`config.mk`:
```
export PLATFORM = sky130hd
export DESIGN_NAME = framed_command_receiver_core
export DESIGN_NICKNAME = d
export VERILOG_FILES = /design/src/fcr_pkg.sv /design/src/fcr_front.sv /design/src/fcr_queue.sv /design/src/fcr_back.sv /design/src/framed_command_receiver_core.sv
export SDC_FILE = /design/constraint.sdc
export NUM_CORES = 1
export LEC_CHECK = 0
export BUFFER_PORTS_ARGS = -buffer_cell sky130_fd_sc_hd__buf_2
export CORE_MARGIN = 3
export CORE_UTILIZATION = 60
export DETAILED_ROUTE_END_ITERATION = 8
export PLACE_DENSITY = 0.78
export SLEW_MARGIN = 20
export SYNTH_ARGS = -nofsm -noshare
export SYNTH_HDL_FRONTEND = slang
export SYNTH_SLANG_ARGS = --single-unit
```
`constraint.sdc`:
```
create_clock -name clk_i -period 11.3 [get_ports clk_i]
set_input_delay 2.26 -clock clk_i [delete_from_list [all_inputs] [get_ports clk_i]]
set_output_delay 2.26 -clock clk_i [all_outputs]
set_load 0.02 [all_outputs]
```
`src/fcr_pkg.sv`:
```
// shared types and constants of the framed command receiver
package fcr_pkg;

  // frame layout
  localparam int unsigned FrameLen = 10;
  localparam logic [7:0]  StartMark = 8'd7;
  localparam logic [7:0]  StopMark = 8'd8;

  // size of the parameter table addressed by non-negative indices
  localparam logic [31:0] ParamCount = 32'd16;

  // lowest special index (-3) as an unsigned word
  localparam logic [31:0] SpecialLow = 32'hFFFF_FFFD;

  // single-float bit pattern of 0.5
  localparam logic [31:0] HalfFloatBits = 32'h3F00_0000;

  // slot that controls recording
  localparam logic [1:0] RecordSlot = 2'd2;

  // command kinds
  typedef enum logic [1:0] {
    KIND_PARAM   = 2'd0,
    KIND_SPECIAL = 2'd1,
    KIND_BAD     = 2'd2
  } cmd_kind_e;

  // decoded command handed from the front part to the back part
  typedef struct packed {
    cmd_kind_e   kind;
    logic [3:0]  param_index;
    logic [1:0]  special_slot;
    logic [31:0] value_bits;
  } cmd_t;

  // result item as delivered on the output side
  typedef struct packed {
    cmd_kind_e   kind;
    logic [3:0]  param_index;
    logic [1:0]  special_slot;
    logic [31:0] value_bits;
    logic        record_on;
    logic        dump_request;
  } result_t;

endpackage

```
`src/fcr_front.sv`:
```
// front part: byte window, frame detection and index decode
module fcr_front import fcr_pkg::*; (
  input  logic       clk_i,
  input  logic       rst_ni,
  input  logic       byte_valid_i,
  input  logic [7:0] rx_byte_i,
  output logic       cmd_valid_o,
  output cmd_t       cmd_o
);

  logic [7:0] window_q [FrameLen];
  logic [7:0] window_d [FrameLen];
  logic [3:0] count_q, count_d;
  logic       frame_hit;
  logic [31:0] idx;
  logic [31:0] val;

  // window shifts towards entry 0, newest byte enters at the top
  always_comb begin
    for (int i = 0; i < FrameLen - 1; i++) begin
      window_d[i] = window_q[i + 1];
    end
    window_d[FrameLen - 1] = rx_byte_i;
  end

  // frame is complete when enough bytes have come and both marks sit in place
  assign frame_hit = (count_q >= 4'(FrameLen - 1)) && (window_q[1] == StartMark) &&
                     (rx_byte_i == StopMark);

  // byte counter since the last frame, saturating at the frame length
  always_comb begin
    count_d = count_q;
    if (frame_hit) begin
      count_d = '0;
    end else if (count_q < 4'(FrameLen)) begin
      count_d = count_q + 4'd1;
    end
  end

  always_ff @(posedge clk_i or negedge rst_ni) begin
    if (!rst_ni) begin
      count_q <= '0;
      for (int i = 0; i < FrameLen; i++) begin
        window_q[i] <= '0;
      end
    end else if (byte_valid_i) begin
      count_q  <= count_d;
      window_q <= window_d;
    end
  end

  // little-endian index and value out of the completed window
  assign idx = {window_d[4], window_d[3], window_d[2], window_d[1]};
  assign val = {window_d[8], window_d[7], window_d[6], window_d[5]};

  // classify the index
  always_comb begin
    cmd_o.kind         = KIND_BAD;
    cmd_o.param_index  = '0;
    cmd_o.special_slot = '0;
    cmd_o.value_bits   = val;
    if (idx < ParamCount) begin
      cmd_o.kind        = KIND_PARAM;
      cmd_o.param_index = idx[3:0];
    end else if (idx >= SpecialLow) begin
      cmd_o.kind         = KIND_SPECIAL;
      cmd_o.special_slot = ~idx[1:0];
    end
  end

  assign cmd_valid_o = byte_valid_i && frame_hit;

endmodule

```
`src/fcr_queue.sv`:
```
// short command queue between the front and back parts
module fcr_queue import fcr_pkg::*; (
  input  logic clk_i,
  input  logic rst_ni,
  input  logic push_i,
  input  cmd_t push_cmd_i,
  output logic full_o,
  input  logic pop_i,
  output logic valid_o,
  output cmd_t pop_cmd_o
);

  localparam int unsigned Depth = 4;

  cmd_t       store_q [Depth];
  logic [1:0] wr_ptr_q, rd_ptr_q;
  logic [2:0] fill_q;

  assign full_o    = (fill_q == 3'(Depth));
  assign valid_o   = (fill_q != '0);
  assign pop_cmd_o = store_q[rd_ptr_q];

  // entry storage
  always_ff @(posedge clk_i) begin
    if (push_i) begin
      store_q[wr_ptr_q] <= push_cmd_i;
    end
  end

  // pointers and fill level
  always_ff @(posedge clk_i or negedge rst_ni) begin
    if (!rst_ni) begin
      wr_ptr_q <= '0;
      rd_ptr_q <= '0;
      fill_q   <= '0;
    end else begin
      if (push_i) begin
        wr_ptr_q <= wr_ptr_q + 2'd1;
      end
      if (pop_i) begin
        rd_ptr_q <= rd_ptr_q + 2'd1;
      end
      case ({push_i, pop_i})
        2'b10:   fill_q <= fill_q + 3'd1;
        2'b01:   fill_q <= fill_q - 3'd1;
        default: fill_q <= fill_q;
      endcase
    end
  end

endmodule

```
`src/fcr_back.sv`:
```
// back part: special slots, recording flag and output register
module fcr_back import fcr_pkg::*; (
  input  logic    clk_i,
  input  logic    rst_ni,
  input  logic    cmd_valid_i,
  input  cmd_t    cmd_i,
  output logic    cmd_pop_o,
  output logic    res_valid_o,
  input  logic    res_ready_i,
  output result_t res_o
);

  logic [31:0] special_q [3];
  logic        record_q, record_d;
  logic        dump;
  logic        out_valid_q;
  result_t     out_q;

  function automatic logic f_is_nan(input logic [31:0] x);
    return x[30:0] > 31'h7F80_0000;
  endfunction

  function automatic logic f_equal(input logic [31:0] a, input logic [31:0] b);
    logic r;
    if (f_is_nan(a) || f_is_nan(b)) begin
      r = 1'b0;
    end else if ((a[30:0] | b[30:0]) == '0) begin
      r = 1'b1;
    end else begin
      r = (a == b);
    end
    return r;
  endfunction

  function automatic logic f_above_half(input logic [31:0] a);
    return !f_is_nan(a) && !a[31] && (a > HalfFloatBits);
  endfunction

  // take a command when the output register is free or being emptied
  assign cmd_pop_o = cmd_valid_i && (!out_valid_q || res_ready_i);

  // recording control on a changed write to the record slot
  always_comb begin
    record_d = record_q;
    dump     = 1'b0;
    if (cmd_i.kind == KIND_SPECIAL && cmd_i.special_slot == RecordSlot &&
        !f_equal(cmd_i.value_bits, special_q[RecordSlot])) begin
      if (f_above_half(cmd_i.value_bits)) begin
        record_d = 1'b1;
      end else begin
        record_d = 1'b0;
        dump     = 1'b1;
      end
    end
  end

  // state update
  always_ff @(posedge clk_i or negedge rst_ni) begin
    if (!rst_ni) begin
      record_q <= 1'b0;
      for (int i = 0; i < 3; i++) begin
        special_q[i] <= '0;
      end
    end else if (cmd_pop_o) begin
      record_q <= record_d;
      if (cmd_i.kind == KIND_SPECIAL) begin
        special_q[cmd_i.special_slot] <= cmd_i.value_bits;
      end
    end
  end

  // output valid flag
  always_ff @(posedge clk_i or negedge rst_ni) begin
    if (!rst_ni) begin
      out_valid_q <= 1'b0;
    end else if (cmd_pop_o) begin
      out_valid_q <= 1'b1;
    end else if (res_ready_i) begin
      out_valid_q <= 1'b0;
    end
  end

  // output payload
  always_ff @(posedge clk_i) begin
    if (cmd_pop_o) begin
      out_q.kind         <= cmd_i.kind;
      out_q.param_index  <= cmd_i.param_index;
      out_q.special_slot <= cmd_i.special_slot;
      out_q.value_bits   <= cmd_i.value_bits;
      out_q.record_on    <= record_d;
      out_q.dump_request <= dump;
    end
  end

  assign res_valid_o = out_valid_q;
  assign res_o       = out_q;

endmodule

```
`src/framed_command_receiver_core.sv`:
```
// top level of the framed command receiver
// result path: a completed frame's command is registered in the command queue and then in the
//   output register before the earliest result handshake, when both are empty
// throughput: one byte per cycle; the byte window and index compare take a byte each cycle,
//   and the four-entry command queue stalls input only while full
// reset: asynchronous, clears the window, byte count, special slots, recording flag, queue
//   and output valid
module framed_command_receiver_core import fcr_pkg::*; (
  input  logic        clk_i,
  input  logic        rst_ni,
  input  logic        s_axis_tvalid,
  output logic        s_axis_tready,
  input  logic [7:0]  s_axis_tdata,   // rx_byte[7:0]
  output logic        m_axis_tvalid,
  input  logic        m_axis_tready,
  output logic [39:0] m_axis_tdata,   // param_index[3:0], special_slot[5:4], value_bits[37:6],
                                      // record_on[38], dump_request[39]
  output logic [1:0]  m_axis_tuser    // command_kind[1:0]
);

  logic    byte_accept;
  logic    front_valid;
  cmd_t    front_cmd;
  logic    q_full;
  logic    q_valid;
  logic    q_pop;
  cmd_t    q_cmd;
  result_t res;

  assign s_axis_tready = !q_full;
  assign byte_accept   = s_axis_tvalid && s_axis_tready;

  // front part
  fcr_front u_front (
    .clk_i        (clk_i),
    .rst_ni       (rst_ni),
    .byte_valid_i (byte_accept),
    .rx_byte_i    (s_axis_tdata),
    .cmd_valid_o  (front_valid),
    .cmd_o        (front_cmd)
  );

  // command queue
  fcr_queue u_queue (
    .clk_i      (clk_i),
    .rst_ni     (rst_ni),
    .push_i     (front_valid),
    .push_cmd_i (front_cmd),
    .full_o     (q_full),
    .pop_i      (q_pop),
    .valid_o    (q_valid),
    .pop_cmd_o  (q_cmd)
  );

  // back part
  fcr_back u_back (
    .clk_i       (clk_i),
    .rst_ni      (rst_ni),
    .cmd_valid_i (q_valid),
    .cmd_i       (q_cmd),
    .cmd_pop_o   (q_pop),
    .res_valid_o (m_axis_tvalid),
    .res_ready_i (m_axis_tready),
    .res_o       (res)
  );

  // output packing
  assign m_axis_tuser = res.kind;
  assign m_axis_tdata = {res.dump_request, res.record_on, res.value_bits,
                         res.special_slot, res.param_index};

  // no push into a full queue
  assert property (@(posedge clk_i) disable iff (!rst_ni) !(front_valid && q_full))
    else $error("command pushed into full queue");

  // a dump request always leaves recording off
  assert property (@(posedge clk_i) disable iff (!rst_ni)
    (m_axis_tvalid && m_axis_tdata[39]) |-> !m_axis_tdata[38])
    else $error("dump request with recording on");

  // bad index results carry neither parameter index nor slot
  assert property (@(posedge clk_i) disable iff (!rst_ni)
    (m_axis_tvalid && m_axis_tuser == KIND_BAD) |-> (m_axis_tdata[5:0] == 6'd0))
    else $error("bad index item carries index or slot");

  // recording flag moves only through a popped command
  assert property (@(posedge clk_i) disable iff (!rst_ni)
    !q_pop |=> $stable(u_back.record_q))
    else $error("recording flag changed without a command");

endmodule

```
== Yosys cells after proc, flatten, opt, wreduce, memory -nomap -nowiden ==
Memories as Yosys holds them, arrays and structs flattened.
Cells that the tools add are included.

* Flip-flop bits (word level): 223
* Bits in writable memories: 160
* Input bits: 12
* Output and inout port bits: 44
* Word-level logic and storage cells: 94
* Memories kept: 1

{| class="wikitable"
|+ Memories
! name !! depth !! bits a word !! rd ports !! clocked after Yosys merged registers in !! wr ports !! RTL line !! source
|-
| u_queue.store_q || 4 || 40 || 1 || 0 || 1 || fcr_queue.sv:15 || <nowiki>cmd_t store_q [Depth];</nowiki>
|}

* Add/sub/neg operators: 5
* $lt $le $gt $ge: 9
* Equality and inequality tests: 8
* Multiplexer cells: 20
* Bitwise gates (word level): 3
* Reduce and logical (&&, ||, !) cells: 24

{| class="wikitable"
|+ Operators with widths
! cell !! number
|-
| $bwmux 96 || 1
|-
| $demux 32 s2 || 1
|-
| $gt 31x31->1 const B || 2
|-
| $eq 32x32->1 || 1
|-
| $ge 32x32->1 const B || 1
|-
| $gt 32x30->1 const B || 1
|-
| $lt 32x5->1 const B || 1
|-
| $mux 32 || 1
|-
| $logic_not 31->1 || 1
|-
| $or 31x31->31 || 1
|-
| $mux 4 || 3
|-
| $logic_and 1x1->1 || 10
|-
| $mux 1 || 9
|-
| $eq 8x3->1 const B || 1
|-
| $eq 8x4->1 const B || 1
|-
| $mux 2 || 4
|-
| $pmux 3 s2 || 1
|-
| $reduce_bool 2->1 || 3
|-
| $logic_not 1->1 || 5
|-
| $add 2x1->2 const B || 2
|-
| $add 4x1->4 const B || 1
|-
| $eq 2x1->1 const B || 2
|-
| $eq 2x2->1 const B || 2
|-
| $ge 4x4->1 const B || 1
|-
| other kinds (11) || 13
|}

== Logic depth before layout (Yosys ltp) ==
Gate-level depths: netlist of the first run.
An unclocked memory read counts as a cell.

* Depth after elaboration: 8
* Depth in mapped cells: 15
* Gate-level depth less buffers: 14

== By module ==
A second synthesis of the first run with hierarchy kept.

* Cells, all modules: 801
* Area, all modules: 13136.3 sq um

{| class="wikitable"
|+ By module, submodules not included
! module !! instances !! cells each !! area each (sq um) !! seq. area each (sq um)
|-
| fcr_queue || 1 || 246 || 6224.7 || 4979.8
|-
| fcr_back || 1 || 306 || 3490.8 || 2112.0
|-
| fcr_front || 1 || 247 || 3410.8 || 1901.8
|-
| framed_command_receiver_core || 1 || 2 || 10.0 || 0.0
|}

== Least setup slack after synthesis of the first run ==
Ideal clock, no wire load.

* Path type: input to register
* Start point: input m_axis_tready
* End point: register u_queue.fill_q[2]
* Library setup time: 0.079 ns
* Arrival time: 5.868 ns
* Data required time: 11.221 ns
* Slack: 5.353 ns
* Cell stages on the path: 8
* Buffers on the path: 0
* Cell sequence: inv_1 > a21oi_1 > ha_1 > inv_1 > fa_1 > xor2_1 > nor2_1 > xor2_1

* Longest elaborated chain between the ends: 4
* Elaborated cells on any way between the ends: 6
* Those cells by class: eq/ne (2); mux (1); reduce/logical (3)

{| class="wikitable"
|+ RTL lines
! item !! RTL line !! source
|-
| start: declaration || framed_command_receiver_core.sv:15 || <nowiki>input logic m_axis_tready,</nowiki>
|-
| $logic_or 1x1->1 * || fcr_back.sv:40 || <nowiki>assign cmd_pop_o = cmd_valid_i && (!out_valid_q || res_ready_i);</nowiki>
|-
| $logic_and 1x1->1 * || fcr_back.sv:40 ||
|-
| net q_pop || framed_command_receiver_core.sv:26 || <nowiki>logic q_pop;</nowiki>
|-
| $eq 2x1->1 / $eq 2x2->1 (equally long branches) || fcr_queue.sv:43 || <nowiki>case ({push_i, pop_i})</nowiki>
|-
| $pmux 3 s2 / $reduce_bool 2->1 (equally long branches) || - ||
|-
| end signal: assignment || fcr_queue.sv:44 || <nowiki>2'b10: fill_q <= fill_q + 3'd1;</nowiki>
|-
| end signal: assignment || fcr_queue.sv:45 || <nowiki>2'b01: fill_q <= fill_q - 3'd1;</nowiki>
|-
| end signal: assignment || fcr_queue.sv:46 || <nowiki>default: fill_q <= fill_q;</nowiki>
|-
| end: declaration || fcr_queue.sv:17 || <nowiki>logic [2:0] fill_q;</nowiki>
|}

Mark *: on every way through the listed nets, which the timed path passes. The rest lies on a longest branch.
A chain may end at the register's enable or synchronous reset.

== Final worst setup path of the first run ==
* Start point: input s_axis_tdata[0]
* End point: memory u_queue.store_q[3][16] (netlist bit), enable pin

* Longest elaborated chain between the ends: 5

{| class="wikitable"
|+ RTL lines
! item !! RTL line !! source
|-
| start: declaration || framed_command_receiver_core.sv:13 || <nowiki>input logic [7:0] s_axis_tdata,</nowiki>
|-
| $eq 8x4->1 || fcr_front.sv:28 || <nowiki>(rx_byte_i == StopMark);</nowiki>
|-
| $logic_and 1x1->1 || fcr_front.sv:27 || <nowiki>assign frame_hit = (count_q >= 4'(FrameLen - 1)) && (window_q[1] == StartMark) &&</nowiki>
|-
| $logic_and 1x1->1 || fcr_front.sv:71 || <nowiki>assign cmd_valid_o = byte_valid_i && frame_hit;</nowiki>
|-
| $mux 1 || fcr_queue.sv:25 || <nowiki>if (push_i) begin</nowiki>
|-
| $mux 1 (not written as such) || fcr_queue.sv:26 || <nowiki>store_q[wr_ptr_q] <= push_cmd_i;</nowiki>
|-
| end: declaration || fcr_queue.sv:15 ||
|}

Every way passes these cells.

==> results.cfg, run 1 <==
[run_status]
outcome = finished, final reports clean

[worst_setup_path]
end_kind = register
arrival_ns = 4.98
critPathSlowestCell = and2_2
crit_path_max_fanout = 40
start_kind = input port
critical_path.cell_chain = buf_2, nor4b_1, nand3_1, or4_1, nor2_1, and2_2
critPathKind = input port to register
worstPathRequired_ns = 11.47
cpPeakStageDelay_ns = 0.96
r2r_setup_slack_ns = 7.05

[timing]
fin_skew_ns = 0.0202
fmax_mhz = 208
maxSlewViolCount = 0
hold_viol = 0
relSlewSlack = 0.270
rsz0062_at_grt = false
fin_tns_setup_ns = 0
worst_pin_slew_ns = 1.09
fin_crit_ns = 4.81
period_share = 0.426
finalSetupViolCount = 0

[final_layout]
mostFrequentLayoutCell = nand2_1
diodes = 0
area_delta_synth_final_pct = 12.5
fin_area_sq_um = 14500
nets = 1026
fin_util = 0.702
layout.cells.non_filler = 1269
layout-drive-gt1-share = 0.166
final_cell_mix = nand2_1, edfxtp_1, dfrtp_1

[synth]
avgSynthCellArea_sq_um = 14.1
async_flop_share = 0.367
synth-edff-count = 202
ys_types = 51
synth_top_cell_area_share = 0.471
synth_ff_type = edfxtp_1
yosys_warnings = 0
synthCells = 913
yosysTopAreaCell = edfxtp_1
syn_nets = 965
yosysSeqAreaShare = 0.699
synth_seq_cells = 319
syn-cell-area_sq_um = 12900
synth_area_leaders = edfxtp_1, dfrtp_1, nand2_1, mux4_2, ha_1

[global_route]
grt_antenna_before_repair = 0
first_global_vias = 7659
grt_overflow = 0
grt_pass1_wl_mm = 42.8
track_usage = 0.233
grt_max_degree = 77

[detailed_routing]
firstDrtPassIters = 7
post_drt_wl_per_cell_um = 21.0
drt_iter0_markers = 577
avgViaCountPerCell = 5.80
vias = 7365
route.detailed.drc = 0
routed_wirelength_mm = 26.7
ant_nets = 0

[placed_design]
routabilityCongestion = 0.885
hpwlAfterDp_mm = 16.1
dp.cells = 1211
io_buffers = 55
dpl_cell_area_sq_um = 13400

[power_and_ir_drop]
clkPwrFrac = 0.286
p_sw_mw = 1.30
power_mw = 3.93
sw_frac_of_total = 0.331
intPower_mw = 2.63
pwr_density_cell_nw_per_um2 = 271
power.share.sequential = 0.454
leakagePower_nw = 5.98
ir_drop_mv = 0.201
comb_power_share = 0.260

[floorplanning]
fp.dieArea_sq_um = 23300
fp.dieH_um = 152
die_x_um = 152
io_pins = 56
rows = 52
core_sq_um = 20600
start_util = 0.624

[clocking]
cts_tree = built
cts_root_buf = clkbuf_16
cts-htree-levels = 1
clock-sinks = 319
cts_max_path_buffers = 3
cts_resized = 0
hold_buffers = 0
cts_made_buffers = 31
insertion_delay_ns = 0.56
post-cts-setup-buffers = 0
clk_pin_slew_worst_paths_ns = 0.06

[hold_path]
worst_hold_path_type = register to register

[run]
cap_violations = 0
## power groups by stage
stage | registers, mW | logic, mW | clock network [mW]
floorplan | 1.82 | 0.663 | 0
global route | 1.81 | 1.14 | 1.18
detailed placement | 1.79 | 1.02 | 0
finish | 1.78 | 1.02 | 1.12
CTS | 1.78 | 1.03 | 1.13
global placement | 1.78 | 0.979 | 0
## worst max-delay path, delay by kind of cell
kind	cells	cell delay [ns]
simple gates	5	2.59
buf+inv	1	0.11
## Yosys cell counts (2+ instances only)
library cell / instances
nand2_1: 255
or4_4: 2
buf_2: 7
edfxtp_1: 202
nor4b_1: 2
a21oi_1: 4
clkbuf_1: 14
nand4_1: 22
buf_12: 2
mux4_2: 30
mux4_1: 10
dfrtp_1: 117
or4_1: 2
nand3_1: 3
buf_6: 3
o21ai_1: 31
ha_1: 39
inv_1: 72
and2_1: 9
buf_1: 4
xor2_1: 4
nor2_1: 10
a22o_1: 2
nor4_1: 26
nor3_1: 7
o21ai_0: 6
buf_4: 2
xnor2_1: 3
## routing by layer
metal  track usage  wire [um]  vias to the layer above
li1              -          -                     3373
met1         0.305      10600                     3689
met2         0.409      13900                      244
met3        0.0321       1220                       59
met4        0.0785        866                        0
met5             0          0                        -
## per-stage QoR
stage / worst slack, ns / hold slack [ns]
global route: 6.31 / 0.503
detailed placement: 5.95 / 0.463
floorplan: 5.35 / 0.437
global placement: 6.02 / 0.451
finish: 6.49 / 0.472
CTS: 6.53 / 0.479
## sequential cells by signal (all words and copies together), names as in the netlist
signal	count
u_back.res_o	42
u_back.special_q	32
u_queue.store_q	160
u_queue.wr_ptr_q	2
u_queue.rd_ptr_q	2
u_back.res_valid_o	1
u_back.record_q	1
u_front.cmd_o	32
u_front.window_d	8
u_front.idx	32
u_queue.fill_q	3
u_front.count_q	4
## final cells by class
cell class / instances / area, sq um
Clock buffer: 37 / 838
Clock inverter: 21 / 294
Fill cell: 1316 / 6140
Inverter: 74 / 278
Multi-Input combinational cell: 487 / 3420
Sequential cell: 319 / 8990
Tap cell: 270 / 338
Timing Repair Buffer: 61 / 323
## logic make-up after synthesis
group / count (synthesis) / share of synthesized area
AO/OA/AOI/OAI: 51 / 0.0240
XOR/XNOR: 7 / 0.00476
adder cells (fa/ha/maj): 40 / 0.0395
buffers and inverters: 107 / 0.0375
flip-flops: 319 / 0.699
multiplexers: 42 / 0.0746
AND/OR/NAND/NOR: 347 / 0.121
## final timing paths
kind                                                   from                                to  cells after the start
setup / recovery                            s_axis_tdata[0]  u_queue.store_q[3][16]$_DFFE_PP_                      6
hold / removal             u_front.window_d[78]$_DFFE_PN0P_  u_front.window_d[78]$_DFFE_PN0P_                      2
setup reg to reg            u_queue.rd_ptr_q[0]$_DFFE_PN0P_         u_back.res_o[1]$_DFFE_PP_                     10
hold reg to reg            u_front.window_d[78]$_DFFE_PN0P_  u_front.window_d[78]$_DFFE_PN0P_                      2
max in group asynchronous                            rst_ni        u_front.idx[3]$_DFFE_PN0P_                      2
min in group asynchronous                            rst_ni  u_back.special_q[12]$_DFFE_PN0P_                      1
(Power assumes the default switching activity.)
==> run 2, diff against run 1 <==
--- a/config.mk
+++ b/config.mk
@@ -7,9 +7,9 @@
 export LEC_CHECK = 0
 export BUFFER_PORTS_ARGS = -buffer_cell sky130_fd_sc_hd__buf_2
 export CORE_MARGIN = 3
-export CORE_UTILIZATION = 60
+export CORE_UTILIZATION = 55
 export DETAILED_ROUTE_END_ITERATION = 8
-export PLACE_DENSITY = 0.78
+export PLACE_DENSITY = 0.75
 export SLEW_MARGIN = 20
 export SYNTH_ARGS = -nofsm -noshare
 export SYNTH_HDL_FRONTEND = slang
==> constraint.sdc (replaced) <==
create_clock -name clk_i -period 3.93 [get_ports clk_i]
set_input_delay 0.786 -clock clk_i [delete_from_list [all_inputs] [get_ports clk_i]]
set_output_delay 0.786 -clock clk_i [all_outputs]
set_load 0.02 [all_outputs]
==> run 2 against run 1 <==
Effect of this change:
- sequential power rose to 2.9 times the previous value
- setup slack worse by 5.9 ns
- clock-buffer cell count up 10
- critical endpoint is now u_back.res_o[1]$_DFFE_PP_
- largest cell class unchanged
- first-iteration DRC count up 27%
==> results.cfg, run 2 (same netlist as run 1, synthesis figures left out) <==
[power_and_ir_drop]
power_mw = 11.1
leakagePower_nw = 6.04
intPower_mw = 7.48
sw_frac_of_total = 0.329
p_sw_mw = 3.66
ir_drop_mv = 0.476
pwr_density_cell_nw_per_um2 = 758
comb_power_share = 0.264
power.share.sequential = 0.462
clkPwrFrac = 0.274

[timing]
fin_tns_setup_ns = 0
fmax_mhz = 299
finalSetupViolCount = 0
hold_ws_ns = 0.285
worst_pin_slew_ns = 0.800
rsz0062_at_grt = false
hold_viol = 0
relSlewSlack = 0.467
maxSlewViolCount = 0
fin_crit_ns = 3.35
finalWorstSetupSlack_ns = 0.582
period_share = 0.852
fin_skew_ns = 0.0124

[placed_design]
hpwlAfterDp_mm = 17.1
pre_cts_slack_ns = 0.0196
io_buffers = 55
routabilityCongestion = 0.851

[detailed_routing]
firstDrtPassIters = 5
avgViaCountPerCell = 5.54
vias = 7348
ant_nets = 0
post_drt_wl_per_cell_um = 19.7
routed_wirelength_mm = 26.1
route.detailed.drc = 0
drt_iter0_markers = 734

[final_layout]
multi_input_area_sq_um = 3420
register_area_sq_um = 8990
area_delta_synth_final_pct = 14.1
diodes = 0
fill_cells = 1590
nets = 1040
final_cell_mix = nand2_1, edfxtp_1, dfrtp_1
mostFrequentLayoutCell = nand2_1
fin_util = 0.643
largest_reg_flops = 160
layout-drive-gt1-share = 0.170
top_register = u_queue.store_q

[worst_setup_path]
crit_path_max_fanout = 18
arrival_ns = 3.65
critPathKind = register to register
start_kind = register
worstPathRequired_ns = 4.23
critical_path.cell_chain = buf_12, mux4_1, inv_1, ha_1, nand4_1, or4_1, nor4_1, o32ai_1, nor4b_4, a22o_1
cpPeakStageDelay_ns = 0.63
critPathSlowestCell = mux4_1
end_kind = register

[global_route]
first_global_vias = 7576
grt_antenna_before_repair = 0
track_usage = 0.209
grt_max_degree = 76
grt_overflow = 0
grt_pass1_wl_mm = 41.9

[hold_path]
worst_hold_path_type = input port to async pin

[clocking]
cts_tree = built
post-cts-setup-buffers = 0
cts-htree-levels = 1
insertion_delay_ns = 0.55
cts_made_buffers = 31
clock-sinks = 319
cts_max_path_buffers = 3
hold_buffers = 0
cts_root_buf = clkbuf_16
clk_pin_slew_worst_paths_ns = 0.06
cts_resized = 0

[floorplanning]
start_util = 0.563
fp.dieH_um = 159
fp.dieArea_sq_um = 25300
io_pins = 56
core_sq_um = 22800
die_x_um = 159
rows = 55

[run_status]
outcome = finished, final reports clean

[run]
cap_violations = 0
-- run 2: through the flow --
stage / cell area, sq um / instances
finish: 14700 / 1326
global route: 14700 / 1326
CTS: 14700 / 1326
detailed placement: 13600 / 1268
global placement: 13600 / 1268
floorplan: 12900 / 913
-- run 2: path summary, 6_finish.rpt --
path | start | end | slack [ns] | cells after the start
worst max-delay path | u_queue.rd_ptr_q[0]$_DFFE_PN0P_ | u_back.res_o[1]$_DFFE_PP_ | 0.58 | 10
worst max register to register | u_queue.rd_ptr_q[0]$_DFFE_PN0P_ | u_back.res_o[1]$_DFFE_PP_ | 0.58 | 10
worst min register to register | u_front.window_d[75]$_DFFE_PN0P_ | u_front.window_d[75]$_DFFE_PN0P_ | 0.47 | 2
worst min-delay path | rst_ni | u_back.special_q[11]$_DFFE_PN0P_ | 0.29 | 1
min in group clk_i | m_axis_tready | u_back.res_valid_o$_DFFE_PN0P_ | 0.43 | 2
max in group asynchronous | rst_ni | u_front.idx[6]$_DFFE_PN0P_ | 2.61 | 3
-- run 2: power groups by stage --
stage	registers (mW)	logic, mW	clock network (mW)
CTS	5.14	2.97	3.11
floorplan	5.22	1.91	0
global placement	5.18	2.87	0
finish	5.15	2.94	3.06
global route	5.24	3.27	3.24
detailed placement	5.20	2.95	0
-- run 2: worst max-delay path: cells and delay by family, from the launching register on --
kind                       cells  cell delay (ns)
AOI/OAI and AO/OA              2             0.43
adders and majority gates      1             0.17
buffers and inverters          2             0.33
DFF                            1             0.45
muxes                          1             0.63
and+or+nand+nor                4             1.07
-- run 2: final cells by class --
class	count	area share
clock buffers	47	0.0616
repair buffers	75	0.0368
clock inverters	11	0.0113
multi-input cells	487	0.233
inverters	74	0.0189
flip-flops and latches	319	0.612
well taps	313	0.0267
-- run 2: layer usage --
| layer | up-vias | wire length, um | GRT usage |
|---|---|---|---|
| li1 | 3409 | - | - |
| met1 | 3680 | 10900 | 0.286 |
| met2 | 217 | 13100 | 0.355 |
| met3 | 42 | 1340 | 0.0343 |
| met4 | 0 | 719 | 0.0581 |
| met5 | - | 0 | 0 |
==> run 3, diff against run 2 <==
--- a/config.mk
+++ b/config.mk
@@ -5,11 +5,12 @@
 export SDC_FILE = /design/constraint.sdc
 export NUM_CORES = 1
 export LEC_CHECK = 0
+export ABC_AREA = 1
 export BUFFER_PORTS_ARGS = -buffer_cell sky130_fd_sc_hd__buf_2
 export CORE_MARGIN = 3
 export CORE_UTILIZATION = 55
 export DETAILED_ROUTE_END_ITERATION = 8
-export PLACE_DENSITY = 0.75
+export PLACE_DENSITY_LB_ADDON = 0.05
 export SLEW_MARGIN = 20
 export SYNTH_ARGS = -nofsm -noshare
 export SYNTH_HDL_FRONTEND = slang
==> run 3 against run 2 <==
Effect of this change:
- utilization decreased by 0.94 points
- wire length increased by 4.3%
- design area increased by 2.1%
- die area increased by 3.6%
- global-route usage increased by 0.57 points
- largest power group unchanged
- highest routed layer unchanged
==> results.cfg, run 3 <==
[placed_design]
io_buffers = 55
hpwlAfterDp_mm = 17.2
dpl_cell_area_sq_um = 13900
pre_cts_slack_ns = 0.758
routabilityCongestion = 0.824

[worst_setup_path]
r2r_start = u_queue.rd_ptr_q[0]$_DFFE_PN0P_
worstPathRequired_ns = 4.20
crit_path_max_fanout = 50
critical_path.cell_chain = buf_4, nand2_1, nand3_1, nand2_1, ha_1, nor2_1, nand2_1, nor2_1, nand2_1, a21oi_1, nand2_1, a21oi_1, nand2_1, nand2_1, nand2_1, and2_1
critPathSlowestCell = buf_4
end_kind = register
cpPeakStageDelay_ns = 0.47
critPathKind = register to register
regToRegEndpoint = u_back.res_o[1]$_DFFE_PP_
r2r_setup_slack_ns = 0.91
rr_worst_depth = 16
arrival_ns = 3.28
worst_path_most_repeated_cell = nand2_1
worst-path-buf-inv = 1
start_kind = register
cpLargestDelayFamily = simple AND/OR/NAND/NOR gates

[timing]
maxSlewViolCount = 0
fin_crit_ns = 3.02
fin_skew_ns = 0.0177
worst_pin_slew_ns = 0.908
hold_viol = 0
rsz0062_at_grt = false
fin_tns_setup_ns = 0
fmax_mhz = 332
relSlewSlack = 0.395
finalWorstSetupSlack_ns = 0.914
period_share = 0.767
finalSetupViolCount = 0

[clocking]
insertion_delay_ns = 0.51
cts-htree-levels = 2
cts_root_buf = clkbuf_16
clk_pin_slew_worst_paths_ns = 0.06
cts_made_buffers = 34
hold_buffers = 0
cts_tree = built
clock-sinks = 319
post-cts-setup-buffers = 0
cts_resized = 0
cts_max_path_buffers = 3

[final_layout]
mostFrequentLayoutCell = nand2_1
layout-drive-gt1-share = 0.132
fin_area_sq_um = 15000
area_delta_synth_final_pct = 12.4
largest_reg_flops = 160
nets = 1299
final_cell_mix = nand2_1, edfxtp_1, inv_1
diodes = 0
top_register = u_queue.store_q

[synth]
ys_types = 37
synth_seq_cells = 319
async_flop_share = 0.367
yosys_warnings = 0
yosysSeqAreaShare = 0.673
yosysMostFrequentCell = nand2_1
synth-edff-count = 202
synth_ff_type = edfxtp_1
synth_common_cells = nand2_1, edfxtp_1, inv_1, dfrtp_1, nor2_1
synth_area_leaders = edfxtp_1, dfrtp_1, nand2_1, ha_1, inv_1
syn-cell-area_sq_um = 13400
avgSynthCellArea_sq_um = 11.3
synth_top_cell_area_share = 0.454
syn_nets = 1238
synthCells = 1186
yosysTopAreaCell = edfxtp_1

[floorplanning]
die_x_um = 162
io_pins = 56
fp.dieH_um = 162
core_sq_um = 23700
start_util = 0.564
rows = 56
fp.dieArea_sq_um = 26200

[power_and_ir_drop]
sw_frac_of_total = 0.371
leakagePower_nw = 6.28
power_mw = 12.1
clkPwrFrac = 0.251
p_sw_mw = 4.50
intPower_mw = 7.63
ir_drop_mv = 0.494
pwr_density_cell_nw_per_um2 = 808
power.share.sequential = 0.429
comb_power_share = 0.320

[detailed_routing]
route.detailed.drc = 0
vias = 8290
routed_wirelength_mm = 27.2
avgViaCountPerCell = 5.21
post_drt_wl_per_cell_um = 17.1
firstDrtPassIters = 5
drt_iter0_markers = 614
ant_nets = 0

[global_route]
grt_overflow = 0
grt_pass1_wl_mm = 43.8
first_global_vias = 8071
track_usage = 0.215
grt_max_degree = 108
grt_antenna_before_repair = 0

[hold_path]
worst_hold_path_type = input port to async pin

[run]
cap_violations = 0

[run_status]
outcome = finished, final reports clean
## run 3: cell count changes in the layout (fill, tap and decap cells not counted), sizes merged, moves of 7 or more
cell and change:
o21ai +53, nand3 +75, mux4 -40, nor2 +84
nor4 -12, and2 -7, nand2 +29, a21oi +37
inv +58
## run 3: worst max-delay path by stage
| stage | from | endpoint | slack, ns | cells past startpoint |
|---|---|---|---|---|
| 2_1_floorplan | s_axis_tdata[5] | u_queue.store_q[0][0]$_DFFE_PP_ | 0.18 | 7 |
| 3_3_place_gp | s_axis_tdata[5] | u_queue.fill_q[1]$_DFFE_PN0P_ | 0.84 | 11 |
| 3_5_place_dp | s_axis_tdata[5] | u_queue.fill_q[1]$_DFFE_PN0P_ | 0.76 | 11 |
| 4_1_cts | u_queue.rd_ptr_q[0]$_DFFE_PN0P_ | u_back.res_o[1]$_DFFE_PP_ | 0.94 | 16 |
| 5_1_grt | u_queue.rd_ptr_q[0]$_DFFE_PN0P_ | u_back.res_o[1]$_DFFE_PP_ | 0.61 | 16 |
| 6_report | u_queue.rd_ptr_q[0]$_DFFE_PN0P_ | u_back.res_o[1]$_DFFE_PP_ | 0.91 | 16 |
## run 3: layout make-up
type	count	area, sq um
well taps	319	399
clock buffers	51	946
fillers	1933	8670
flip-flops and latches	319	8990
multi-input cells	690	3600
inverters	131	497
repair buffers	71	460
clock inverters	10	114
## run 3: metrics by stage
| step | instances | hold slack [ns] | utilization |
|---|---|---|---|
| finish | 1591 | 0.349 | 0.634 |
| global route | 1591 | 0.386 | 0.634 |
| CTS | 1591 | 0.359 | 0.634 |
| detailed placement | 1530 | 0.465 | 0.589 |
| global placement | 1530 | 0.464 | 0.589 |
| floorplan | 1186 | 0.445 | - |
## run 3: layer usage
layer / part of all wire / up-vias / wire [um] / global-route usage
met5: 0 / - / 0 / 0
met4: 0.017 / 0 / 462 / 0.0605
met3: 0.041 / 39 / 1120 / 0.0288
met2: 0.49 / 167 / 13300 / 0.353
met1: 0.45 / 3968 / 12400 / 0.306
li1: - / 4116 / - / -
## run 3: kinds of logic after synthesis
group | after synthesis | share of synthesized area
AO/OA/AOI/OAI | 143 | 0.0662
XOR/XNOR | 5 | 0.00328
adder cells (fa/ha/maj) | 40 | 0.0380
buffers and inverters | 177 | 0.0607
flip-flops | 319 | 0.673
multiplexers | 2 | 0.00169
AND/OR/NAND/NOR | 500 | 0.157
## run 3: power by group through the flow
stage / Clock, mW / Sequential, mW / Combinational [mW]
after floorplan: 0 / 5.41 / 2.56
after global placement: 0 / 5.25 / 3.84
after detailed placement: 0 / 5.26 / 3.93
after CTS: 3.10 / 5.21 / 3.94
after global routing: 3.26 / 5.31 / 4.41
final: 3.04 / 5.20 / 3.88
